File: src/rtl/swrr_pkg.sv
// swrr_pkg: types and constants for the smooth weighted round-robin selector
// used by swrr_cell, smooth_weighted_rr_selector and its checker
`default_nettype none
package swrr_pkg;

  typedef enum logic [1:0] {
    OP_SELECT   = 2'd0,
    OP_REL_OK   = 2'd1,
    OP_REL_FAIL = 2'd2,
    OP_CONNECT  = 2'd3
  } op_t;

  typedef enum logic [2:0] {
    CFG_PEER_COUNT    = 3'd0,
    CFG_WEIGHTS       = 3'd1,
    CFG_FAIL_LIMITS   = 3'd2,
    CFG_FAIL_TIMEOUTS = 3'd3,
    CFG_CONN_LIMITS   = 3'd4,
    CFG_DOWN_MASK     = 3'd5
  } cfg_idx_t;

  typedef enum logic [1:0] {
    ST_IDLE,
    ST_SCAN,
    ST_FINISH,
    ST_DONE
  } state_t;

  typedef struct packed {
    logic [1:0]  operation;
    logic [2:0]  peer_index;
    logic [7:0]  tried_mask;
    logic [31:0] now_seconds;
  } in_word_t;

  typedef struct packed {
    logic        found;
    logic [2:0]  chosen_peer;
    logic [7:0]  new_tried_mask;
    logic [10:0] round_total;
  } out_word_t;

  // per-peer configuration slice handed to a cell
  typedef struct packed {
    logic [7:0] weight;
    logic [3:0] fail_lim;
    logic [7:0] timeout;
    logic [7:0] conn_limit;
    logic       down;
  } peer_cfg_t;

  // token passed from cell to cell during a scan
  typedef struct packed {
    logic               have;
    logic [2:0]         best;
    logic signed [15:0] best_cw;
    logic [10:0]        total;
  } scan_tok_t;

  // command from the sequencer to the row
  typedef struct packed {
    logic        scan;      // scan cycle, the cell at the scan position evaluates
    logic        pick;      // apply pick to target
    logic        single;    // single peer select
    logic        release_op;
    logic        fail_op;
    logic        connect_op;
    logic [2:0]  target;
    logic [10:0] total;
    logic [7:0]  tried;
    logic [31:0] now;
  } cell_cmd_t;

endpackage
`default_nettype wire

File: src/rtl/swrr_cell.sv
// swrr_cell: state of one peer; evaluates eligibility when the scan token reaches it
// depends on swrr_pkg
`default_nettype none
module swrr_cell #(
  parameter logic [2:0] IDX = 3'd0
) (
  input  wire                  clk,
  input  wire                  rst_n,
  input  swrr_pkg::peer_cfg_t  cfg,
  input  swrr_pkg::cell_cmd_t  cmd,
  input  wire                  tok_vld,   // token at this cell this cycle
  input  swrr_pkg::scan_tok_t  tok_in,
  output swrr_pkg::scan_tok_t  tok_out,   // registered token for the next cell
  output logic                 eligible_single
);

  logic signed [15:0] cw_r, cw_nxt;
  logic [7:0]  ew_r, ew_nxt;
  logic [15:0] conn_r, conn_nxt;
  logic [7:0]  fails_r, fails_nxt;
  logic [31:0] chk_r, chk_nxt;
  logic [31:0] acc_r, acc_nxt;
  swrr_pkg::scan_tok_t tok_r, tok_nxt;

  logic at_limit, fail_block, elig, me;
  logic signed [33:0] diff;
  logic signed [17:0] cw_add, cw_sub;
  logic signed [15:0] cw_inc;
  logic [7:0] dec;
  logic [16:0] recip;
  logic [24:0] prod;

  assign at_limit = (cfg.conn_limit != 8'd0) && (conn_r >= {8'd0, cfg.conn_limit});
  assign diff = $signed({2'b00, cmd.now}) - $signed({2'b00, chk_r});
  assign fail_block = (cfg.fail_lim != 4'd0) && (fails_r >= {4'd0, cfg.fail_lim})
                      && (diff <= $signed({26'd0, cfg.timeout}));
  assign elig = !cmd.tried[IDX] && !cfg.down && !fail_block && !at_limit;
  assign eligible_single = !cfg.down && !at_limit;
  assign me = (cmd.target == IDX);

  assign cw_add = {{2{cw_r[15]}}, cw_r} + $signed({10'd0, ew_r});
  assign cw_inc = (cw_add > 18'sd32767) ? 16'sh7fff : cw_add[15:0];
  assign cw_sub = {{2{cw_r[15]}}, cw_r} - $signed({7'd0, cmd.total});

  // weight drop on failure: weight / limit as weight * ceil(2^16 / limit) >> 16,
  // exact for 8-bit weights and limits up to 15
  always_comb begin
    case (cfg.fail_lim)
      4'd1:    recip = 17'd65536;
      4'd2:    recip = 17'd32768;
      4'd3:    recip = 17'd21846;
      4'd4:    recip = 17'd16384;
      4'd5:    recip = 17'd13108;
      4'd6:    recip = 17'd10923;
      4'd7:    recip = 17'd9363;
      4'd8:    recip = 17'd8192;
      4'd9:    recip = 17'd7282;
      4'd10:   recip = 17'd6554;
      4'd11:   recip = 17'd5958;
      4'd12:   recip = 17'd5462;
      4'd13:   recip = 17'd5042;
      4'd14:   recip = 17'd4682;
      4'd15:   recip = 17'd4370;
      default: recip = 17'd0;
    endcase
  end
  assign prod = {17'd0, cfg.weight} * {8'd0, recip};
  assign dec = prod[23:16];

  always_comb begin
    cw_nxt = cw_r;
    ew_nxt = ew_r;
    conn_nxt = conn_r;
    fails_nxt = fails_r;
    chk_nxt = chk_r;
    acc_nxt = acc_r;
    tok_nxt = tok_in;
    if (tok_vld && elig) begin
      cw_nxt = cw_inc;
      if (ew_r < cfg.weight) ew_nxt = ew_r + 8'd1;
      tok_nxt.total = tok_in.total + {3'd0, ew_r};
      if (!tok_in.have || cw_inc > tok_in.best_cw) begin
        tok_nxt.have = 1'b1;
        tok_nxt.best = IDX;
        tok_nxt.best_cw = cw_inc;
      end
    end
    if (me && cmd.pick) begin
      cw_nxt = (cw_sub < -18'sd32768) ? 16'sh8000 : cw_sub[15:0];
      if (diff > $signed({26'd0, cfg.timeout})) chk_nxt = cmd.now;
      if (conn_r != 16'hffff) conn_nxt = conn_r + 16'd1;
    end
    if (me && cmd.single) begin
      chk_nxt = cmd.now;
      if (conn_r != 16'hffff) conn_nxt = conn_r + 16'd1;
    end
    if (me && cmd.fail_op) begin
      if (fails_r != 8'hff) fails_nxt = fails_r + 8'd1;
      acc_nxt = cmd.now;
      chk_nxt = cmd.now;
      if (cfg.fail_lim != 4'd0) ew_nxt = (ew_r > dec) ? ew_r - dec : 8'd0;
    end
    if (me && cmd.connect_op && acc_r < chk_r) fails_nxt = 8'd0;
    if (me && cmd.release_op) begin
      if (acc_r < chk_r) fails_nxt = 8'd0;
    end
    if (me && (cmd.release_op || cmd.fail_op) && conn_r != 16'd0) conn_nxt = conn_r - 16'd1;
  end

  always_ff @(posedge clk) begin
    if (!rst_n) begin
      cw_r <= '0;
      ew_r <= 8'd1;
      conn_r <= '0;
      fails_r <= '0;
      chk_r <= '0;
      acc_r <= '0;
    end else begin
      cw_r <= cw_nxt;
      ew_r <= ew_nxt;
      conn_r <= conn_nxt;
      fails_r <= fails_nxt;
      chk_r <= chk_nxt;
      acc_r <= acc_nxt;
    end
  end

  always_ff @(posedge clk) begin
    tok_r <= tok_nxt;
  end
  assign tok_out = tok_r;

endmodule
`default_nettype wire

File: config.mk
export PLATFORM = sky130hd
export DESIGN_NAME = swrr_cell
export DESIGN_NICKNAME = d
export VERILOG_FILES = /design/src/rtl/swrr_pkg.sv /design/src/rtl/swrr_cell.sv
export SDC_FILE = /design/constraint.sdc
export NUM_CORES = 1
export LEC_CHECK = 0
export BUFFER_PORTS_ARGS = -buffer_cell sky130_fd_sc_hd__buf_2
export CAP_MARGIN = 20
export CORE_ASPECT_RATIO = 1.25
export CORE_MARGIN = 5
export CORE_UTILIZATION = 40
export DETAILED_ROUTE_END_ITERATION = 6
export HOLD_SLACK_MARGIN = 0.03
export PLACE_DENSITY = 0.56
export SLEW_MARGIN = 20
export SYNTH_ARGS = -nofsm -noshare
export SYNTH_HDL_FRONTEND = slang
export SYNTH_SLANG_ARGS = --single-unit
File: constraint.sdc
create_clock -name clk -period 15.7 [get_ports clk]
set_input_delay 2.355 -clock clk [delete_from_list [all_inputs] [get_ports clk]]
set_output_delay 2.355 -clock clk [all_outputs]
set_load 0.005 [all_outputs]
==> out/results.ini, run 1 <==
[outcome]
status = finished, final reports clean

[die]
dieWidth_um = 189
io_pins = 155
die_y_um = 234
fp-row-count = 82
start_util_pct = 40.2
coreArea_um2 = 39900
die_area_um2 = 44200

[setup_path]
slowest_stage = o21ai_0
critPathMaxStageDelay_ns = 0.77
end_kind = flop
r2r_slack_ns = 10.00
crit_buf_inv = 4
cp_max_fo = 11
reg2reg_depth = 24
required_ns = 16.05
cp-start-kind = input port
criticalPathCategory = in -> reg
arrival_ns = 10.32
r2r_end = tok_out[12]
path_common_cell = fa_1
rr_startpoint = ew_r[0]
critical_path.top_delay_family = adder cells

[routing]
drt_iter0_drc = 645
wl_per_cell_um = 17.3
firstDrtPassIters = 5
drtAntennaViolNets = 0
via_count = 14800
viasPerCell = 5.57
routed_wl_mm = 46.0
drc = 0

[clock_network]
cts_made_buffers = 17
cts_hold_buf = 0
root_buffer = clkbuf_16
htree_levels = 4
cts.sinks = 143
clk_latency_ns = 0.46
clk_pin_slew_ns = 0.07
cts_setup_buffers = 0
tritoncts = yes
cts-resized-gates = 0
clockBufferDepth = 2

[power_and_ir_drop]
total_power_mw = 1.71
ir_worst_vdd_v = 0.0000925
power.share.clock_pct = 26.5
switching_power_uw = 687
combPwrFrac_pct = 48.1
p_per_area_nw_per_um2 = 96.3
p_int_mw = 1.02
seqPwrFrac_pct = 25.4
p_sw_share_pct = 40.2
p_leak_nw = 8.35

[cells_and_area]
fillCellCount = 4168
fin_nets = 2548
final_util_pct = 44.5
drive_above_1_share_pct = 10.6
final_common_cell = nand2_1
mostFrequentLayoutCells = 230 x nand2_1, 224 x inv_1, 190 x ha_1
design_area_um2 = 17800
layoutNonFillerInstCount = 2658
area_delta_synth_final_pct = 10.8

[sta]
hold_viol = 0
rsz0062_at_grt = no
finalSetupViolCount = 0
finalWorstSetupSlack_ns = 5.73
skew_ns = 0.0140
period_share_pct = 63.5
fmax_ghz = 0.100
final_max_slew_viol_count = 0
hold_ws_ns = 0.453
max_slew_margin_pct = 30.5
tns_ns = 0
tightest_slew_ns = 1.04
layout_min_cycle_time_ns = 9.97

[synth]
synthCells = 2047
synthFlopType = dfxtp_1
synth_edf_count = 0
syn_nets = 2453
synth.cell_area_um2 = 16000
syn-mean-instance-area_um2 = 7.84
yosysWarnings = 0
synthArstFlopShare_pct = 0
yosysSeqAreaShare_pct = 17.8
synth.distinct_cells = 80
ys_seq_elements = 143

[global_route]
overflow = 0
grt_pass1_vias = 14800
grt_first_pass_wirelength_mm = 75.2
grt_max_degree = 89
grtUsageTotal_pct = 20.9
antenna_found_initial = 3

[placed_design]
dp_cells = 2627
dpl.hpwl_mm = 35.7
globalplace.congestion = 0.890
io_buffers = 146
post-place-ws_ns = 5.17
dpl_cell_area_um2 = 17100

[min_path]
holdPathEnd = acc_r[0]
hold_class = reg -> reg
hold_depth = 2
hp-start = acc_r[0]

[flow_run]
max-cap-violations = 0

Yosys cell counts (all sizes together), types with 18 or more instances:
| library cell | count | area, um^2 |
|---|---|---|
| nor2b | 19 | 119 |
| and3 | 27 | 169 |
| clkbuf | 60 | 225 |
| nand3 | 72 | 373 |
| inv | 224 | 841 |
| ha | 190 | 2380 |
| nand4 | 36 | 231 |
| fa | 93 | 1860 |
| buf | 21 | 128 |
| a21oi | 159 | 826 |
| and2 | 83 | 519 |
| xor2 | 47 | 412 |
| mux2 | 23 | 259 |
| xnor2 | 38 | 333 |
| nand2b | 29 | 181 |
| o211ai | 18 | 135 |
| a21o | 57 | 428 |
| o21ai | 119 | 599 |
| nand2 | 230 | 863 |
| nor3 | 47 | 235 |
| dfxtp | 143 | 2860 |
| nor2 | 103 | 387 |
kinds of logic after synthesis:
| logic type | after synthesis | synth area share (%) |
|---|---|---|
| DFF | 143 | 17.8 |
| adders and majority gates | 283 | 26.4 |
| xor gates and xnor gates | 85 | 4.64 |
| and+or+nand+nor | 715 | 22.4 |
| AOI/OAI and AO/OA | 481 | 18.9 |
| muxes | 34 | 2.30 |
| buffers and inverters | 306 | 7.46 |
worst reg2reg max path, delay by kind of cell (launching register included):
kind | cells | cell delay, ns
AO/OA/AOI/OAI | 13 | 2.66
adder cells (fa/ha/maj) | 3 | 1.01
buffers and inverters | 1 | 0.23
flip-flops | 1 | 0.43
multiplexers | 2 | 0.72
AND/OR/NAND/NOR | 5 | 0.54
area by class of cell:
cell class | count | area, um^2 | share of cell area [%]
multi-input combinational | 1598 | 12000 | 67.5
sequential | 143 | 2860 | 16.1
inverter | 225 | 846 | 4.76
timing repair buffer | 157 | 813 | 4.57
tap | 504 | 631 | 3.55
clock buffer | 19 | 443 | 2.49
clock inverter | 10 | 186 | 1.05
antenna | 2 | 5.00 | 0.0281
state kept, by name, summed over array words and instances, names as in the netlist:
register and cells:
acc_r 32, chk_r 32, tok_out 31, conn_r 16
cw_r 16, ew_r 8, fails_r 8
power groups by stage:
stage	logic [mW]	registers (mW)	clock network, mW
finish	0.823	0.435	0.453
global route	0.942	0.440	0.482
CTS	0.833	0.435	0.465
detailed placement	0.826	0.443	0
global placement	0.812	0.443	0
floorplan	0.620	0.427	0
routing by layer:
metal  up-vias  wire length [um]  global-route usage, %
met3        84              1640                   2.71
met4         4              1490                   8.15
met5         -                36                      0
met2       316             23800                   39.2
li1       7303                 -                      -
met1      7093             19100                   24.2
worst max path at each step:
stage                     startpoint  endpoint  slack, ns  depth (start not counted)
after floorplan              cfg[18]   ew_r[6]       6.74                         31
after global placement       cfg[18]   ew_r[6]       5.19                         31
after detailed placement     cfg[18]   ew_r[6]       5.17                         31
after CTS                    cfg[18]   ew_r[6]       5.64                         31
after global routing         cfg[18]   ew_r[6]       5.10                         31
final                        cfg[18]   ew_r[6]       5.73                         31
(Power assumes the default switching activity.)
==> run 2, diff against run 1 <==
Clock period 15.7 ns to 9.9 ns, I/O delays scaled along.
==> out/results.ini, run 2 (synthesis gave the netlist of run 1 again) <==
[outcome]
status = finished, final reports clean

[setup_path]
arrival_ns = 9.06
reg2reg_depth = 24
rr_startpoint = ew_r[0]
cp_max_fo = 9
r2r_slack_ns = 4.13
critPathMaxStageDelay_ns = 0.55
r2r_end = tok_out[12]
cp-start-kind = input port
required_ns = 10.24
criticalPathCategory = in -> reg
end_kind = flop
slowest_stage = fa_1

[die]
io_pins = 155
fp-row-count = 82
coreArea_um2 = 39900
die_y_um = 234
dieWidth_um = 189
die_area_um2 = 44200
start_util_pct = 40.2

[global_route]
antenna_found_initial = 4
grt_max_degree = 100
grtUsageTotal_pct = 20.8
overflow = 0
grt_first_pass_wirelength_mm = 75.5
grt_pass1_vias = 14900

[clock_network]
tritoncts = yes
clk_pin_slew_ns = 0.07
clockBufferDepth = 2
cts_made_buffers = 17
cts_setup_buffers = 0
clk_latency_ns = 0.45
cts-resized-gates = 0
root_buffer = clkbuf_16
htree_levels = 4
cts.sinks = 143
cts_hold_buf = 0

[routing]
routed_wl_mm = 46.6
firstDrtPassIters = 5
drtAntennaViolNets = 0
viasPerCell = 5.57
drc = 0
wl_per_cell_um = 17.5
drt_iter0_drc = 805
via_count = 14900

[placed_design]
dpl_cell_area_um2 = 17200
dpl.hpwl_mm = 35.8
io_buffers = 146
post-place-ws_ns = 0.701
globalplace.congestion = 0.892

[sta]
tightest_slew_ns = 0.876
max_slew_margin_pct = 41.6
finalSetupViolCount = 0
finalWorstSetupSlack_ns = 1.18
layout_min_cycle_time_ns = 8.72
fmax_ghz = 0.115
hold_viol = 0
tns_ns = 0
rsz0062_at_grt = no
final_max_slew_viol_count = 0
period_share_pct = 88.1
skew_ns = 0.0144

[power_and_ir_drop]
ir_worst_vdd_v = 0.000183
p_leak_nw = 8.38
p_per_area_nw_per_um2 = 153

[min_path]
hold_class = reg -> reg
hp-start = acc_r[0]
holdPathEnd = acc_r[0]
hold_depth = 2

[cells_and_area]
drive_above_1_share_pct = 10.9
area_delta_synth_final_pct = 11.2
fillCellCount = 4067
multi_input_area_um2 = 12000
seq_area_um2 = 2860
design_area_um2 = 17800
fin_nets = 2554
final_common_cell = nand2_1
mostFrequentLayoutCells = 230 x nand2_1, 224 x inv_1, 190 x ha_1

[flow_run]
max-cap-violations = 0

-- run 2: worst max path at each step --
stage | startpoint | endpoint | slack (ns) | cells past startpoint
6_report | cfg[18] | ew_r[6] | 1.18 | 31
5_1_grt | cfg[18] | ew_r[7] | 0.62 | 31
4_1_cts | cfg[18] | ew_r[6] | 1.16 | 31
3_5_place_dp | cfg[18] | ew_r[6] | 0.70 | 31
3_3_place_gp | cfg[18] | ew_r[6] | 0.83 | 31
2_1_floorplan | cfg[18] | ew_r[6] | 1.81 | 31
-- run 2: power by group --
part / switching (mW) / internal (mW) / total [mW]
registers: 0.0664 / 0.624 / 0.690
clock network: 0.277 / 0.450 / 0.727
logic: 0.760 / 0.554 / 1.31
-- run 2: final cells by class --
class	count	share of cell area (%)
repair buffers	163	4.83
inverters	225	4.74
clock buffers	20	2.45
well taps	504	3.53
diodes	2	0.0281
flip-flops and latches	143	16.0
multi-input cells	1598	67.2
clock inverters	12	1.16
-- run 2: worst max-delay path: cells and delay by family --
kind | cells | cell delay (ns)
compound gates | 12 | 2.20
simple gates | 8 | 1.78
buf+inv | 4 | 0.56
fa+ha+maj | 7 | 3.00
-- run 2: through the flow --
step	hold slack (ns)	util, %	total power [mW]	std cells
2_1_floorplan	0.431	-	1.66	2047
3_3_place_gp	0.441	43.1	1.99	2633
3_5_place_dp	0.449	43.1	2.02	2633
4_1_cts	0.457	44.7	2.76	2665
5_1_grt	0.476	44.7	2.97	2667
6_report	0.459	44.7	2.73	2667
-- run 2: layer usage --
layer	GRT usage (%)	routed length, um	up-vias
li1	-	-	7304
met1	24.6	19400	7109
met2	39.1	24100	352
met3	2.65	1750	89
met4	6.79	1280	4
met5	0	34	-
